`config.mk`:
```
export PLATFORM = sky130hd
export DESIGN_NAME = pfa_cell
export DESIGN_NICKNAME = d
export VERILOG_FILES = /design/src/rtl/pfa_pkg.sv /design/src/rtl/pfa_cell.sv
export SDC_FILE = /design/constraint.sdc
export NUM_CORES = 1
export LEC_CHECK = 0
export ABC_AREA = 1
export BUFFER_PORTS_ARGS = -buffer_cell sky130_fd_sc_hd__buf_2
export CORE_UTILIZATION = 49
export CTS_CLUSTER_SIZE = 10
export DETAILED_ROUTE_END_ITERATION = 7
export PLACE_DENSITY = 0.84
export SKIP_LAST_GASP = 1
export SYNTH_ARGS = -nofsm -noshare
export SYNTH_HDL_FRONTEND = slang
export SYNTH_SLANG_ARGS = --single-unit
```
`constraint.sdc`:
```
create_clock -name i_clk -period 1.55 [get_ports i_clk]
set_clock_uncertainty 0.05 [all_clocks]
set_input_delay 0.155 -clock i_clk [delete_from_list [all_inputs] [get_ports i_clk]]
set_output_delay 0.155 -clock i_clk [all_outputs]
set_load 0.02 [all_outputs]
```
`src/rtl/pfa_pkg.sv`:
```
// shared types and codes for the page frame allocator
// no dependencies
`timescale 1ns / 1ps

package pfa_pkg;

    localparam int FRAMES_DEF = 256;

    localparam logic [1:0] ST_FREE  = 2'd0;
    localparam logic [1:0] ST_DIRTY = 2'd1;
    localparam logic [1:0] ST_CLEAN = 2'd2;
    localparam logic [1:0] ST_FIXED = 2'd3;

    localparam logic [2:0] FN_INIT     = 3'd0;
    localparam logic [2:0] FN_ALLOC    = 3'd1;
    localparam logic [2:0] FN_FREE_RUN = 3'd2;
    localparam logic [2:0] FN_FREE_OWN = 3'd3;
    localparam logic [2:0] FN_UPDATE   = 3'd4;
    localparam logic [2:0] FN_LRU      = 3'd5;

    typedef struct packed {
        logic [1:0]  st;
        logic [7:0]  owner;
        logic        kind;
        logic [8:0]  len;
        logic        head;
        logic [31:0] stamp;
    } t_entry;

    typedef struct packed {
        logic        start;
        logic        shift;
        logic        fill;
        logic [2:0]  func;
        logic [8:0]  n;
        logic [8:0]  rsv;
        logic [7:0]  sel;
        logic [7:0]  owner;
        logic        kind;
        logic        dirty;
        logic [31:0] now;
    } t_ctl;

    typedef enum logic [1:0] {
        S_IDLE,
        S_SCAN,
        S_FILL,
        S_DONE
    } t_state;

endpackage

```
`src/rtl/pfa_cell.sv`:
```
// one frame entry of the rotating frame ring
// depends on pfa_pkg
`timescale 1ns / 1ps

module pfa_cell import pfa_pkg::*; (
    input  logic   i_clk,
    input  logic   i_rst_n,
    input  logic   i_en,
    input  t_entry i_d,
    output t_entry o_q
);

    t_entry r_q;

    always_ff @(posedge i_clk) begin
        if (!i_rst_n) begin
            r_q <= '0;
        end else if (i_en) begin
            r_q <= i_d;
        end
    end

    assign o_q = r_q;

endmodule

```
==> reports/metrics.csv, run 1 <==
stage;metric;value;unit
outcome;status;completed;
detailed_routing;drtPass1Iterations;4;
synthesis;yosysSeqAreaShare;48.7;%
critical_path;critical_path.startpoint;o_q[21]$_SDFFE_PN0P_;
detailed_routing;viasPerCell;4.23;
clock_network;numCtsBuffers;5;
detailed_routing;wl_per_cell;8.97;microns
critical_path;startpoint_type;flip-flop;
floorplan;core;4140;sq um
critical_path;crit_arrival;0.83;ns
power;power;2.81;mW
power;power_leakage;1.75;nW
floorplan;die-area;4720;sq um
synthesis;synth_top_cell_by_area;dfxtp_1;
timing;min_period;1.04;ns
detailed_routing;antenna_left;0;
critical_path;r2r_setup_slack;0.91;ns
timing;worstMarginPinSlew;0.399;ns
clock_network;clk_pin_slew;0.09;ns
synthesis;postSynthCellCount;336;
critical_path;r2r-start;o_q[47]$_SDFFE_PN0P_;
clock_network;clkLatencyLatePin;0.30;ns
detailed_routing;routed_wirelength;4350;microns
detailed_routing;drt_iter0_drc;82;
critical_path;cp_data_required_time;1.34;ns
flow_run;cap_violations;0;
clock_network;cts_hold_buffers;0;
final_layout;final_cell_mix;108 x buf_2, 106 x nor2_1, 106 x nand2_1;
timing;fmax;964;MHz
timing;hold_viol_final;0;
final_layout;final_cell_area;2790;sq um
clock_network;cts.sinks;53;
clock_network;cts_tree;yes;
placed_design;place_area;2700;sq um
grt;grt_max_degree;107;
timing;tns;0;ns
detailed_routing;vias;2051;
detailed_routing;route.detailed.drc;0;
placed_design;globalplace.congestion;0.685;
grt;grt_pass1_wl;6380;microns
critical_path;crit_family;flip-flops;
timing;rsz0062_at_grt;no;
clock_network;cts_root_buf;clkbuf_8;
floorplan;std_cell_rows;23;
grt;overflow;0;
power;ir_worst_vdd;0.000732;V
placed_design;dp_hpwl;2910;microns
synthesis;yosysWarnings;0;
worst_hold_path;hp-class;primary input to flip-flop;
clock_network;h-tree-depth;2;
final_layout;drive_above_1_share;26.9;%
floorplan;top_level_ports;109;
synthesis;synth-seq-cells;53;
synthesis;yosysUniqueCellTypes;7;
final_layout;syn_to_final_growth;28.0;%
synthesis;avgSynthCellArea;6.49;sq um
placed_design;portBuffers;108;
final_layout;layout_commonest_cell;buf_2;
synthesis;syn_nets;392;
timing;drv_slew;0;
clock_network;cts_setup_buffers;0;
synthesis;yosysTopAreaCellShare;48.7;%
critical_path;path_class;flip-flop to primary output;
synthesis;netlist_top_cells_area;dfxtp_1 49%, nand2_1 18%, nor2_1 18%, inv_1 9.1%, buf_2 2.8%;
timing;relSlewSlack;73.4;%
clock_network;ctsResizeCount;0;
grt;gr-usage-all-layers;18.0;%
grt;antenna_found_initial;0;
floorplan;die_h;68.7;microns
timing;period_share;66.9;%
critical_path;worstPathMaxFanout;2;
critical_path;end_kind;primary output;
critical_path;crit_buf_inv;1;
final_layout;largest_register_ffs;53;
final_layout;nNetsFinal;491;
final_layout;diodes;0;
worst_hold_path;hold_start;i_d[37];
critical_path;critPathMaxStageDelay;0.36;ns
synthesis;synth_area;2180;sq um
floorplan;start_util;52.6;%
critical_path;worstPathCellList;buf_2;
grt;grt_pass1_vias;1562;
clock_network;clk_path_buf_depth;2;
power;p_per_area;1010;nW/um^2
timing;finalSetupViolations;0;
critical_path;slowest_stage;dfxtp_1;
floorplan;die_w;68.7;microns
[logic make-up after synthesis]
kind of cell	synth area share (%)
buf+inv	14.8
flops	48.7
simple gates	36.5
[area by class of cell]
class,count,area [sq um]
fill,401,1360
sequential,53,1060
multi-input combinational,212,796
timing repair buffer,110,581
inverter,53,199
clock buffer,6,82.6
tap,50,62.6
clock inverter,1,7.51
[metal layers]
layer / part of all wire (%) / global-route usage, % / vias to the layer above
li1: - / - / 1137
met1: 47 / 21.8 / 830
met2: 42 / 28.9 / 77
met3: 9.0 / 6.25 / 7
met4: 1.4 / 7.65 / 0
met5: 0 / 0 / -
[report_power, final]
part	total, mW	switching, mW	internal (mW)
Clock	0.782	0.428	0.354
Sequential	1.50	0.0448	1.46
Combinational	0.523	0.321	0.202
[metrics by stage]
step / setup WS, ns / util (%) / hold slack, ns / instances
floorplan: 0.713 / - / 0.293 / 336
global placement: 0.568 / 65.1 / 0.384 / 478
detailed placement: 0.535 / 65.1 / 0.398 / 478
CTS: 0.501 / 67.3 / 0.0748 / 485
global route: 0.473 / 67.3 / 0.0717 / 485
finish: 0.513 / 67.3 / 0.0815 / 485
[cell usage after synthesis (all sizes together)]
library cell	instances
buf	18
dfxtp	53
inv	53
nand2	106
nor2	106
[final timing paths]
check,cells after the start,end
max,1,o_q[21]
max reg2reg,2,o_q[47]$_SDFFE_PN0P_
min,5,o_q[37]$_SDFFE_PN0P_
min reg2reg,2,o_q[35]$_SDFFE_PN0P_
(Power assumes the default switching activity.)
==> run 2, diff against run 1 <==
ABC_AREA = 0   (was 1)
CORE_UTILIZATION = 40   (was 49)
PLACE_DENSITY = 0.75   (was 0.84)
clock period = 0.85 ns   (was 1.55 ns; I/O delays follow)
==> run 2 against run 1 <==
Against the previous run: the run now ends with setup timing left; power grew 95%; critical path depth increased by 3; wire length rose by 20%.
==> reports/metrics.csv, run 2 <==
stage;metric;value;unit;change
detailed_routing;wl_per_cell;13.2;microns;+47%
power;ir_worst_vdd;0.000880;V;+20%
power;power;5.46;mW;+95%
placed_design;globalplace.congestion;0.679;;-0.83%
synthesis;synth_area;2030;sq um;-6.9%
final_layout;fillCellCount;324;;-19%
timing;tns;-2.11;ns;-2.11 ns
placed_design;dp_hpwl;2710;microns;-6.9%
timing;period_share;108;%;
synthesis;yosysSeqAreaShare;52.3;%;+3.6 points
worst_hold_path;hp-class;primary input to flip-flop;;
critical_path;worstPathCellList;dlygate4sd3_1, buf_2, mux2i_1, nor2b_1;;
timing;hold_viol_final;0;;unchanged
critical_path;path_class;primary input to flip-flop;;
floorplan;top_level_ports;109;;unchanged
placed_design;place_area;2600;sq um;-3.6%
critical_path;critPathMaxStageDelay;0.53;ns;+0.17 ns
critical_path;crit_family;buffers and inverters;;
flow_run;cap_violations;0;;unchanged
timing;min_period;0.914;ns;
floorplan;core;4790;sq um;+15%
grt;gr-usage-all-layers;19.8;%;+1.8 points
critical_path;end_kind;flip-flop;;
detailed_routing;viasPerCell;4.41;;+4.4%
detailed_routing;drtPass1Iterations;3;;-1
clock_network;numCtsBuffers;5;;unchanged
floorplan;die_h;73.2;microns;+6.6%
floorplan;die-area;5360;sq um;+14%
clock_network;cts.sinks;53;;unchanged
final_layout;final_cell_area;3590;sq um;+29%
grt;grt_max_degree;54;;-50%
final_layout;syn_to_final_growth;77.0;%;
synthesis;syn_nets;226;;-42%
timing;worstMarginPinSlew;0.686;ns;+0.288 ns
critical_path;cp_data_required_time;0.99;ns;-0.35 ns
final_layout;regArea;1130;sq um;+6.2%
timing;relSlewSlack;54.3;%;-19 points
timing;drv_slew;0;;unchanged
synthesis;synth-seq-cells;53;;unchanged
final_layout;final_cell_mix;55 x buf_2, 53 x mux2i_1, 53 x nor2b_1, 53 x dfxtp_2, 53 x buf_6;;
synthesis;avgSynthCellArea;11.9;sq um;+84%
outcome;status;finished, violations left;;
clock_network;clkLatencyLatePin;0.30;ns;about the same
timing;finalSetupViolations;55;;+55
grt;overflow;0;;unchanged
critical_path;crit_buf_inv;2;;+1
clock_network;clk_pin_slew;0.09;ns;about the same
final_layout;layout_commonest_cell;buf_2;;
synthesis;yosys-top-cells-count;53 x dfxtp_1, 53 x mux2i_1, 53 x nor2b_1;;
detailed_routing;vias;1748;;-15%
timing;rsz0062_at_grt;yes;;
final_layout;largest_register_ffs;53;;unchanged
critical_path;slowest_stage;dlygate4sd3_1;;
final_layout;drive_above_1_share;54.4;%;+28 points
synthesis;synth_top_cell_by_area;dfxtp_1;;
detailed_routing;route.detailed.drc;0;;unchanged
floorplan;std_cell_rows;25;;+8.7%
detailed_routing;routed_wirelength;5230;microns;+20%
clock_network;h-tree-depth;2;;unchanged
detailed_routing;drt_iter0_drc;32;;-61%
floorplan;start_util;42.4;%;-10 points
clock_network;clk_path_buf_depth;2;;unchanged
floorplan;die_w;73.2;microns;+6.6%
clock_network;cts_tree;yes;;
grt;grt_pass1_vias;1800;;+15%
synthesis;yosysTopAreaCellShare;52.3;%;+3.6 points
final_layout;diodes;0;;unchanged
clock_network;cts_root_buf;clkbuf_8;;
power;p_per_area;1520;nW/um^2;+51%
grt;antenna_found_initial;0;;unchanged
grt;grt_pass1_wl;7890;microns;+24%
synthesis;synth_enable_flop_cells;0;;unchanged
outcome;failed_checks;setup timing;;
synthesis;yosysUniqueCellTypes;6;;-1
critical_path;worstPathMaxFanout;1;;-1
power;power_leakage;1.71;nW;-2.3%
synthesis;netlist_top_cells_area;dfxtp_1 52%, mux2i_1 26%, nor2b_1 16%, buf_8 3.7%, clkbuf_1 0.93%;;
synthesis;postSynthCellCount;170;;-49%
detailed_routing;antenna_left;0;;unchanged
placed_design;dp_slack;-0.150;ns;-0.685 ns
synthesis;ys_async_sr_fraction;0;%;unchanged
placed_design;portBuffers;108;;unchanged
critical_path;crit_arrival;1.05;ns;+0.22 ns
final_layout;nNetsFinal;384;;-22%
synthesis;yosysWarnings;0;;unchanged
timing;fmax;1090;MHz;
critical_path;startpoint_type;primary input;;
synthesis;synth_ff_type;dfxtp_1;;
timing;worst_slack;-0.0643;ns;-0.577 ns
final_layout;multiInputGateArea;862;sq um;+8.3%
-- run 2: cell count changes after synthesis --
cell and delta:
buf_2 -12, buf_4 -1, buf_6 -4, buf_8 +5, clkbuf_1 +5, inv_1 -53
mux2i_1 +53, nand2_1 -106, nor2_1 -106, nor2b_1 +53
-- run 2: layout make-up --
class / count / share of cell area [%]
Timing Repair Buffer: 162 / 39.4
Clock inverter: 1 / 0.139
Clock buffer: 7 / 2.68
Sequential cell: 53 / 31.4
Tap cell: 67 / 2.34
Multi-Input combinational cell: 106 / 24.0
-- run 2: routing by layer --
layer	part of all wire, %	vias up	global-route usage (%)
li1	-	870	-
met1	37	798	18.9
met2	56	71	39.8
met3	5.7	9	4.14
met4	1.6	0	8.28
met5	0	-	0
-- run 2: worst reg2reg max path, stage by stage (launching register included) --
cell and delay [ns]:
dfxtp_2 0.34, buf_4 0.13, mux2i_1 0.16, nor2b_1 0.07
-- run 2: per-stage QoR --
| step | std cells | hold slack (ns) | util [%] |
|---|---|---|---|
| final | 396 | 0.00701 | 75.0 |
| after global routing | 396 | 0.00401 | 75.0 |
| after CTS | 393 | 0.000229 | 74.5 |
| after detailed placement | 338 | 0.300 | 54.4 |
| after global placement | 338 | 0.288 | 54.4 |
| after floorplan | 170 | 0.163 | - |
-- run 2: logic make-up after synthesis --
kind of cell	after synthesis	share of synthesized area, %
multiplexers	53	26.2
flip-flops	53	52.3
buffers and inverters	11	5.18
AND/OR/NAND/NOR	53	16.3
-- run 2: repair_timing --
item,CTS,global route
setup buffers,3,3
hold endpoints to repair,44,0
hold buffers,44,0
pin swaps,0,0
setup endpoints to repair,53,55
resized for setup,159,1
-- run 2: final timing paths --
kind | startpoint | end | slack (ns) | depth (start not counted)
min | i_d[46] | o_q[46]$_SDFFE_PN0P_ | 0.007 | 3
min reg2reg | o_q[39]$_SDFFE_PN0P_ | o_q[39]$_SDFFE_PN0P_ | 0.47 | 2
max | i_d[33] | o_q[33]$_SDFFE_PN0P_ | -0.06 | 4
max reg2reg | o_q[50]$_SDFFE_PN0P_ | o_q[50]$_SDFFE_PN0P_ | 0 | 3
-- run 2: report_power, final --
part | internal, mW | switching (mW) | total, mW | leakage [nW]
combinational | 0.712 | 0.498 | 1.21 | 1.20
sequential | 2.66 | 0.108 | 2.77 | 0.456
clock | 0.736 | 0.745 | 1.48 | 0.0542
