### src/rtl/pfa_pkg.sv
// shared types and codes for the page frame allocator
// no dependencies
`timescale 1ns / 1ps

package pfa_pkg;

    localparam int FRAMES_DEF = 256;

    localparam logic [1:0] ST_FREE  = 2'd0;
    localparam logic [1:0] ST_DIRTY = 2'd1;
    localparam logic [1:0] ST_CLEAN = 2'd2;
    localparam logic [1:0] ST_FIXED = 2'd3;

    localparam logic [2:0] FN_INIT     = 3'd0;
    localparam logic [2:0] FN_ALLOC    = 3'd1;
    localparam logic [2:0] FN_FREE_RUN = 3'd2;
    localparam logic [2:0] FN_FREE_OWN = 3'd3;
    localparam logic [2:0] FN_UPDATE   = 3'd4;
    localparam logic [2:0] FN_LRU      = 3'd5;

    typedef struct packed {
        logic [1:0]  st;
        logic [7:0]  owner;
        logic        kind;
        logic [8:0]  len;
        logic        head;
        logic [31:0] stamp;
    } t_entry;

    typedef struct packed {
        logic        start;
        logic        shift;
        logic        fill;
        logic [2:0]  func;
        logic [8:0]  n;
        logic [8:0]  rsv;
        logic [7:0]  sel;
        logic [7:0]  owner;
        logic        kind;
        logic        dirty;
        logic [31:0] now;
    } t_ctl;

    typedef enum logic [1:0] {
        S_IDLE,
        S_SCAN,
        S_FILL,
        S_DONE
    } t_state;

endpackage

### src/rtl/pfa_step.sv
// per-frame operation unit at the head of the ring, with scan state and results
// depends on pfa_pkg
`timescale 1ns / 1ps

module pfa_step import pfa_pkg::*; #(
    parameter int FRAMES = FRAMES_DEF,
    localparam int IW = $clog2(FRAMES),
    localparam int FW = $clog2(FRAMES + 1)
) (
    input  logic          i_clk,
    input  logic          i_rst_n,
    input  t_ctl          i_ctl,
    input  logic [IW-1:0] i_idx,
    input  t_entry        i_e,
    output t_entry        o_e,
    output logic          o_found,
    output logic [8:0]    o_cnt,
    output logic          o_ok,
    output logic [7:0]    o_fout,
    output logic          o_vd,
    output logic [FW-1:0] o_free
);

    localparam int CW = (FW > 9) ? FW : 9;

    logic [8:0]    r_cnt, n_cnt, r_rem, n_rem;
    logic          r_found, n_found, r_ok, n_ok, r_vd, n_vd;
    logic [IW-1:0] r_start, n_start;
    logic [31:0]   r_best, n_best;
    logic [7:0]    r_fout, n_fout;
    logic [FW-1:0] r_free, n_free;

    logic [CW-1:0] w_i, w_sel, w_n, w_rsv, w_st, w_diff;
    logic          w_trig, w_rel, w_cand;

    always_ff @(posedge i_clk) begin
        if (!i_rst_n) begin
            r_cnt   <= '0;
            r_rem   <= '0;
            r_found <= 1'b0;
            r_ok    <= 1'b0;
            r_vd    <= 1'b0;
            r_start <= '0;
            r_best  <= '0;
            r_fout  <= '0;
            r_free  <= FW'(FRAMES);
        end else begin
            r_cnt   <= n_cnt;
            r_rem   <= n_rem;
            r_found <= n_found;
            r_ok    <= n_ok;
            r_vd    <= n_vd;
            r_start <= n_start;
            r_best  <= n_best;
            r_fout  <= n_fout;
            r_free  <= n_free;
        end
    end

    always_comb begin
        w_i    = CW'(i_idx);
        w_sel  = CW'(i_ctl.sel);
        w_n    = CW'(i_ctl.n);
        w_rsv  = CW'(i_ctl.rsv);
        w_st   = CW'(r_start);
        w_diff = CW'(i_idx - r_start);
        w_trig = (i_ctl.func == FN_FREE_RUN) ? (w_i == w_sel && i_e.head)
                                             : (i_e.head && i_e.owner == i_ctl.owner);
        w_rel  = 1'b0;
        w_cand = (i_e.st == ST_DIRTY || i_e.st == ST_CLEAN) && i_e.kind
                 && i_e.owner != 8'd0;
        n_cnt   = r_cnt;
        n_rem   = r_rem;
        n_found = r_found;
        n_ok    = r_ok;
        n_vd    = r_vd;
        n_start = r_start;
        n_best  = r_best;
        n_fout  = r_fout;
        n_free  = r_free;
        o_e     = i_e;
        if (i_ctl.start) begin
            n_cnt   = '0;
            n_rem   = '0;
            n_found = 1'b0;
            n_ok    = 1'b0;
            n_vd    = 1'b0;
            n_fout  = '0;
            n_best  = i_ctl.now;
        end else if (i_ctl.shift) begin
            unique case (i_ctl.func)
                FN_INIT: begin
                    o_e    = '0;
                    o_e.st = (w_i < w_rsv) ? ST_FIXED : ST_FREE;
                    n_ok   = 1'b1;
                    n_free = (w_rsv >= CW'(FRAMES)) ? '0 : FW'(CW'(FRAMES) - w_rsv);
                end
                FN_ALLOC: begin
                    if (i_ctl.fill) begin
                        if (r_found && w_i >= w_st && w_diff < w_n) begin
                            o_e.st    = ST_DIRTY;
                            o_e.owner = i_ctl.owner;
                            o_e.kind  = i_ctl.kind;
                            o_e.len   = i_ctl.n;
                            o_e.head  = (i_idx == r_start);
                            o_e.stamp = i_ctl.now;
                            if (i_idx == r_start) begin
                                n_ok   = 1'b1;
                                n_fout = w_st[7:0];
                                n_free = r_free - FW'(i_ctl.n);
                            end
                        end
                    end else if (!r_found) begin
                        if (i_e.st != ST_FREE) begin
                            n_cnt = '0;
                        end else begin
                            n_cnt = r_cnt + 9'd1;
                            if (r_cnt + 9'd1 == i_ctl.n) begin
                                n_found = 1'b1;
                                n_start = i_idx - IW'(i_ctl.n - 9'd1);
                            end
                        end
                    end
                end
                FN_FREE_RUN, FN_FREE_OWN: begin
                    if (r_rem == 9'd0 && w_trig) begin
                        n_ok = 1'b1;
                        if (i_e.len != 9'd0) begin
                            w_rel = 1'b1;
                            n_rem = i_e.len - 9'd1;
                        end else begin
                            o_e.head = 1'b0;
                        end
                    end else if (r_rem != 9'd0) begin
                        w_rel = 1'b1;
                        n_rem = r_rem - 9'd1;
                    end
                    if (w_rel) begin
                        if (i_e.st != ST_FREE) n_free = r_free + FW'(1);
                        o_e.st    = ST_FREE;
                        o_e.owner = '0;
                        o_e.kind  = 1'b0;
                        o_e.len   = '0;
                        o_e.head  = 1'b0;
                    end
                end
                FN_UPDATE: begin
                    if (w_i == w_sel) begin
                        if (i_e.st == ST_FREE) n_free = r_free - FW'(1);
                        o_e.st    = i_ctl.dirty ? ST_DIRTY : ST_CLEAN;
                        o_e.owner = i_ctl.owner;
                        o_e.kind  = i_ctl.kind;
                        o_e.len   = 9'd1;
                        o_e.head  = 1'b1;
                        o_e.stamp = i_ctl.now;
                        n_ok      = 1'b1;
                        n_fout    = i_ctl.sel;
                    end
                end
                FN_LRU: begin
                    if (w_cand && i_e.stamp < r_best) begin
                        n_best = i_e.stamp;
                        n_ok   = 1'b1;
                        n_fout = w_i[7:0];
                        n_vd   = (i_e.st != ST_CLEAN);
                    end
                end
                default: begin
                end
            endcase
        end
    end

    assign o_found = r_found;
    assign o_cnt   = r_cnt;
    assign o_ok    = r_ok;
    assign o_fout  = r_fout;
    assign o_vd    = r_vd;
    assign o_free  = r_free;

endmodule

### config.mk
export PLATFORM = sky130hd
export DESIGN_NAME = pfa_step
export DESIGN_NICKNAME = d
export VERILOG_FILES = /design/src/rtl/pfa_pkg.sv /design/src/rtl/pfa_step.sv
export SDC_FILE = /design/constraint.sdc
export NUM_CORES = 1
export LEC_CHECK = 0
export BUFFER_PORTS_ARGS = -buffer_cell sky130_fd_sc_hd__buf_2
export CAP_MARGIN = 0
export CORE_MARGIN = 2
export CORE_UTILIZATION = 54
export CTS_CLUSTER_SIZE = 14
export DETAILED_ROUTE_END_ITERATION = 12
export PLACE_DENSITY = 0.8
export SKIP_CTS_REPAIR_TIMING = 1
export SLEW_MARGIN = 40
export SYNTH_ARGS = -nofsm -noshare
export SYNTH_HDL_FRONTEND = slang
export SYNTH_SLANG_ARGS = --single-unit
### constraint.sdc
create_clock -name i_clk -period 4.4 [get_ports i_clk]
set_input_delay 0.44 -clock i_clk [delete_from_list [all_inputs] [get_ports i_clk]]
set_output_delay 0.44 -clock i_clk [all_outputs]
set_load 0.005 [all_outputs]
==> impl_metrics.csv <==
group,metric,value,unit
clock_tree,cts_inserted_buffers,9,
critical_path,start_kind,"flop",
synthesis,main_combinational_cell_family_by_area_after_synthesis,"compound AO/OA/AOI/OAI gates",
floorplan,fp.dieW,122.5,µm
final_layout,area_delta_synth_final,24.87,%
place,placed_cells_incl_taps,1340,
synthesis,yosys-top-cells-area,"sky130_fd_sc_hd__dfxtp_1, sky130_fd_sc_hd__ha_1, sky130_fd_sc_hd__mux2i_1",
route,dr_wl_met3,1.996,mm
power_and_ir_drop,cellLeakagePower,4.306,nW
floorplan,die-height,122.5,µm
sta,period_needed,4367,ps
synthesis,yosys.area_share.adder,0.1415,
synthesis,synth.yosys.seq_area_share,0.2058,
synthesis,count_of_flip_flops_with_a_built_in_enable_after_synthesis,0,
place,hpwlAfterDp,18.79,mm
synthesis,synth.net_count,1185,
clock_tree,clockRootBuffer,"sky130_fd_sc_hd__clkbuf_16",
floorplan,floorplan.die_area,0.01501,mm²
synthesis,netlist.area_leader.share,0.2058,
critical_path,ff2ff_setup_slack,750,ps
clock_tree,cts_max_level,3,
synthesis,synthMuxAreaShare,0.09236,
sta,drv_slew,0,
synthesis,syn_area,0.007586,mm²
sta,setup_viol_count_final,0,
synthesis,synth_cells,964,
route,drc_violation_total_after_the_first_tritonroute_iteration,555,
synthesis,post_synth_and_or_nand_nor_area_fraction,0.1595,
global_route,globalRouteOverflowTotal,0,
final_layout,fillers,1178,
synthesis,ys_warn_count,0,
synthesis,ys_types,67,
final_layout,fin_nets,1402,
floorplan,pin_count,219,
critical_path,reg2reg_from,"r_start[1]",
sta,worst_slew_margin_rel,0.5023,
synthesis,postSynth.topFlopCell,"sky130_fd_sc_hd__dfxtp_1",
global_route,first_global_vias,7593,
synthesis,yosysTopAreaCell,"sky130_fd_sc_hd__dfxtp_1",
floorplan,initial_core_util,0.5486,
power_and_ir_drop,cellPowerDensity,233.6,mW/mm²
worst_hold_path,hp-class,"input pin to flop",
route,post_drt_wl_per_cell,18.19,µm
final_layout,seqCellArea,0.001565,mm²
clock_tree,cts.reportedPaths.clkPinSlew,60,ps
route,drt-vias-per-instance,6.070,
power_and_ir_drop,switching_share,0.3063,
place,last_weighted_congestion_value_of_the_routability_driven_placer,0.9595,
sta,fmaxAchievable,0.2290,GHz
route,routed_wirelength,24.91,mm
route,firstDrtPassIters,7,
synthesis,post-synth-top-count-cell,"sky130_fd_sc_hd__a21oi_1",
route,detailroute.via_count,8310,
clock_tree,clock_sinks,78,
synthesis,yosys.area_share.xor_xnor,0.05773,
synthesis,syn_avg_cell_area,7.869,µm²
route,antenna_left,0,
sta,finalWorstSetupSlack,33.16,ps
place,port_buffers,218,
route,detailroute.wirelength.met2,11.70,mm
power_and_ir_drop,power_frac_seq,0.336,
synthesis,synth_compound_area_frac,0.2782,
sta,grt_setup_unrepaired,"true",
power_and_ir_drop,power_frac_comb,0.281,
power_and_ir_drop,peakVddDrop,0.1713,mV
synthesis,synth.ff_latch_count,78,
power_and_ir_drop,design_power,2.213,mW
critical_path,cp-end-kind,"output pin",
route,drcViolationCount,0,
clock_tree,tritoncts,"done",
critical_path,worst_r2r_endpoint,"o_free[5]",
synthesis,synth_async_sr_flop_share,0,
place,dpl_worst_slack,-72.13,ps
power_and_ir_drop,intPower,1.535,mW
final_layout,drive_above_1_share,0.2530,
global_route,grt_antenna_before_repair,1,
floorplan,floorplan.rows,43,
critical_path,startpoint_of_the_worst_setup_timing_path,"r_start[1]",
final_layout,area_taken_by_multi_input_logic_gates,0.005628,mm²
job,max_cap_viol_count,0,
critical_path,crit_end,"o_e[29]",
critical_path,critPathArrivalTime,3930,ps
final_layout,final_cell_count_no_fill,1369,
critical_path,critical_path_peak_fanout,32,
global_route,global_route.usage.total,0.3133,
sta,hold_viol,0,
sta,post-route-period-util,0.9925,
route,route.top_layer_used,"met4",
power_and_ir_drop,power_frac_clock,0.383,
sta,tightest_pin_transition,744.8,ps
global_route,grt_first_pass_wirelength,36.80,mm
synthesis,post_synth_most_frequent_cells,"sky130_fd_sc_hd__a21oi_1, sky130_fd_sc_hd__ha_1, sky130_fd_sc_hd__inv_1",
status,run_status,"finished, final reports clean",
floorplan,core,0.01383,mm²
sta,timing.clock.skew,6.247,ps
critical_path,reg2reg_depth,18,
clock_tree,ctsLongestPathBuffers,2,
route,routedLengthMet1,10.05,mm
global_route,grt_max_degree,56,
power_and_ir_drop,netSwitchingPower,0.6777,mW
critical_path,worstSetupPathType,"flop to output pin",
clock_tree,latest_clock_arrival_within_the_worst_skew_pair,350,ps
final_layout,finish.utilization,0.6851,
critical_path,timing.critical_path.required,3960,ps
[cell usage in the layout, fill, tap and decap left out, types with 7 or more instances in the layout]
master | synthesis | final
sky130_fd_sc_hd__dfxtp_1 | 78 | 75
sky130_fd_sc_hd__xnor2_1 | 39 | 39
sky130_fd_sc_hd__buf_2 | 6 | 218
sky130_fd_sc_hd__xor2_1 | 11 | 11
sky130_fd_sc_hd__a211oi_1 | 8 | 7
sky130_fd_sc_hd__ha_1 | 81 | 79
sky130_fd_sc_hd__nor3_1 | 22 | 22
sky130_fd_sc_hd__inv_1 | 80 | 79
sky130_fd_sc_hd__nand4_1 | 9 | 9
sky130_fd_sc_hd__buf_4 | 1 | 24
sky130_fd_sc_hd__a22o_1 | 54 | 54
sky130_fd_sc_hd__or3_1 | 9 | 9
sky130_fd_sc_hd__a21o_1 | 21 | 21
sky130_fd_sc_hd__o21ai_0 | 74 | 70
sky130_fd_sc_hd__o22ai_1 | 8 | 8
sky130_fd_sc_hd__mux2i_1 | 70 | 70
sky130_fd_sc_hd__o211ai_1 | 13 | 13
sky130_fd_sc_hd__nor2_1 | 53 | 51
sky130_fd_sc_hd__o21a_1 | 12 | 12
sky130_fd_sc_hd__nand2_1 | 76 | 76
sky130_fd_sc_hd__clkbuf_16 | 0 | 11
sky130_fd_sc_hd__a21oi_1 | 85 | 83
sky130_fd_sc_hd__nand3_1 | 15 | 15
[how the worst min path moves through the flow]
stage / startpoint / end / slack, ps / cells after the start
finish: i_ctl[18] / r_best[18] / 380 / 3
global route: i_ctl[7] / r_best[7] / 400 / 3
global placement: o_fout[3] / o_fout[3] / 450 / 2
floorplan: r_rem[0] / r_rem[0] / 440 / 2
detailed placement: o_fout[5] / o_fout[5] / 450 / 2
CTS: i_ctl[23] / r_best[23] / 380 / 3
[per-stage QoR]
stage          area (µm²)  hold WS, ps  TNS [ps]
2_1_floorplan        7586        444.7         0
3_3_place_gp         8936        451.3         0
3_5_place_dp         8936        454.1    -506.5
4_1_cts              9268        378.5     -8603
5_1_grt              9470        404.9     -4226
6_report             9473        381.7         0
[metal layers]
layer  up-vias  GRT usage
li1       3978          -
met1      3841     0.3782
met2       402     0.5372
met3        89    0.05483
met4         0     0.1516
met5         -          0
[critical path, stage by stage, from the launching register on]
cell and delay, ps:
sky130_fd_sc_hd__dfxtp_2 330, sky130_fd_sc_hd__inv_2 50, sky130_fd_sc_hd__ha_4 230, sky130_fd_sc_hd__nor2b_4 120, sky130_fd_sc_hd__o21a_1 210, sky130_fd_sc_hd__o21ai_2 160
sky130_fd_sc_hd__nand2b_1 70, sky130_fd_sc_hd__a21o_1 190, sky130_fd_sc_hd__xor2_1 150, sky130_fd_sc_hd__ha_1 320, sky130_fd_sc_hd__a21o_1 200, sky130_fd_sc_hd__a21oi_2 150
sky130_fd_sc_hd__o21ai_2 90, sky130_fd_sc_hd__a31oi_4 200, sky130_fd_sc_hd__buf_4 150, sky130_fd_sc_hd__o211ai_1 80, sky130_fd_sc_hd__a211o_1 320, sky130_fd_sc_hd__buf_12 180
sky130_fd_sc_hd__a22o_1 240, sky130_fd_sc_hd__buf_2 120
[flip-flops by register name, indices dropped and copies added (netlist names)]
signal	cells
r_start	8
r_best	32
o_ok	1
r_rem	9
o_cnt	9
o_vd	1
o_free	9
o_found	1
o_fout	8
[power groups by stage]
stage | sequential [mW] | clock [mW] | combinational, mW
CTS | 0.742 | 0.854 | 0.599
finish | 0.743 | 0.847 | 0.623
detailed placement | 0.758 | 0 | 0.594
global route | 0.745 | 0.878 | 0.692
floorplan | 0.756 | 0 | 0.363
global placement | 0.757 | 0 | 0.578
[cells by family after synthesis]
| family | Yosys count |
|---|---|
| compound gates | 319 |
| xor+xnor | 50 |
| fa+ha+maj | 84 |
| buf+inv | 124 |
| flops | 78 |
| mux | 70 |
| simple gates | 239 |
[layout make-up]
class,count,share of cell area
Antenna cell,3,0.0007925
Tap cell,180,0.02377
Multi-Input combinational cell,762,0.5941
Sequential cell,78,0.1652
Clock buffer,11,0.02668
Inverter,80,0.03170
Clock inverter,5,0.008321
Timing Repair Buffer,250,0.1494
Power figures use the tool's default switching activity.
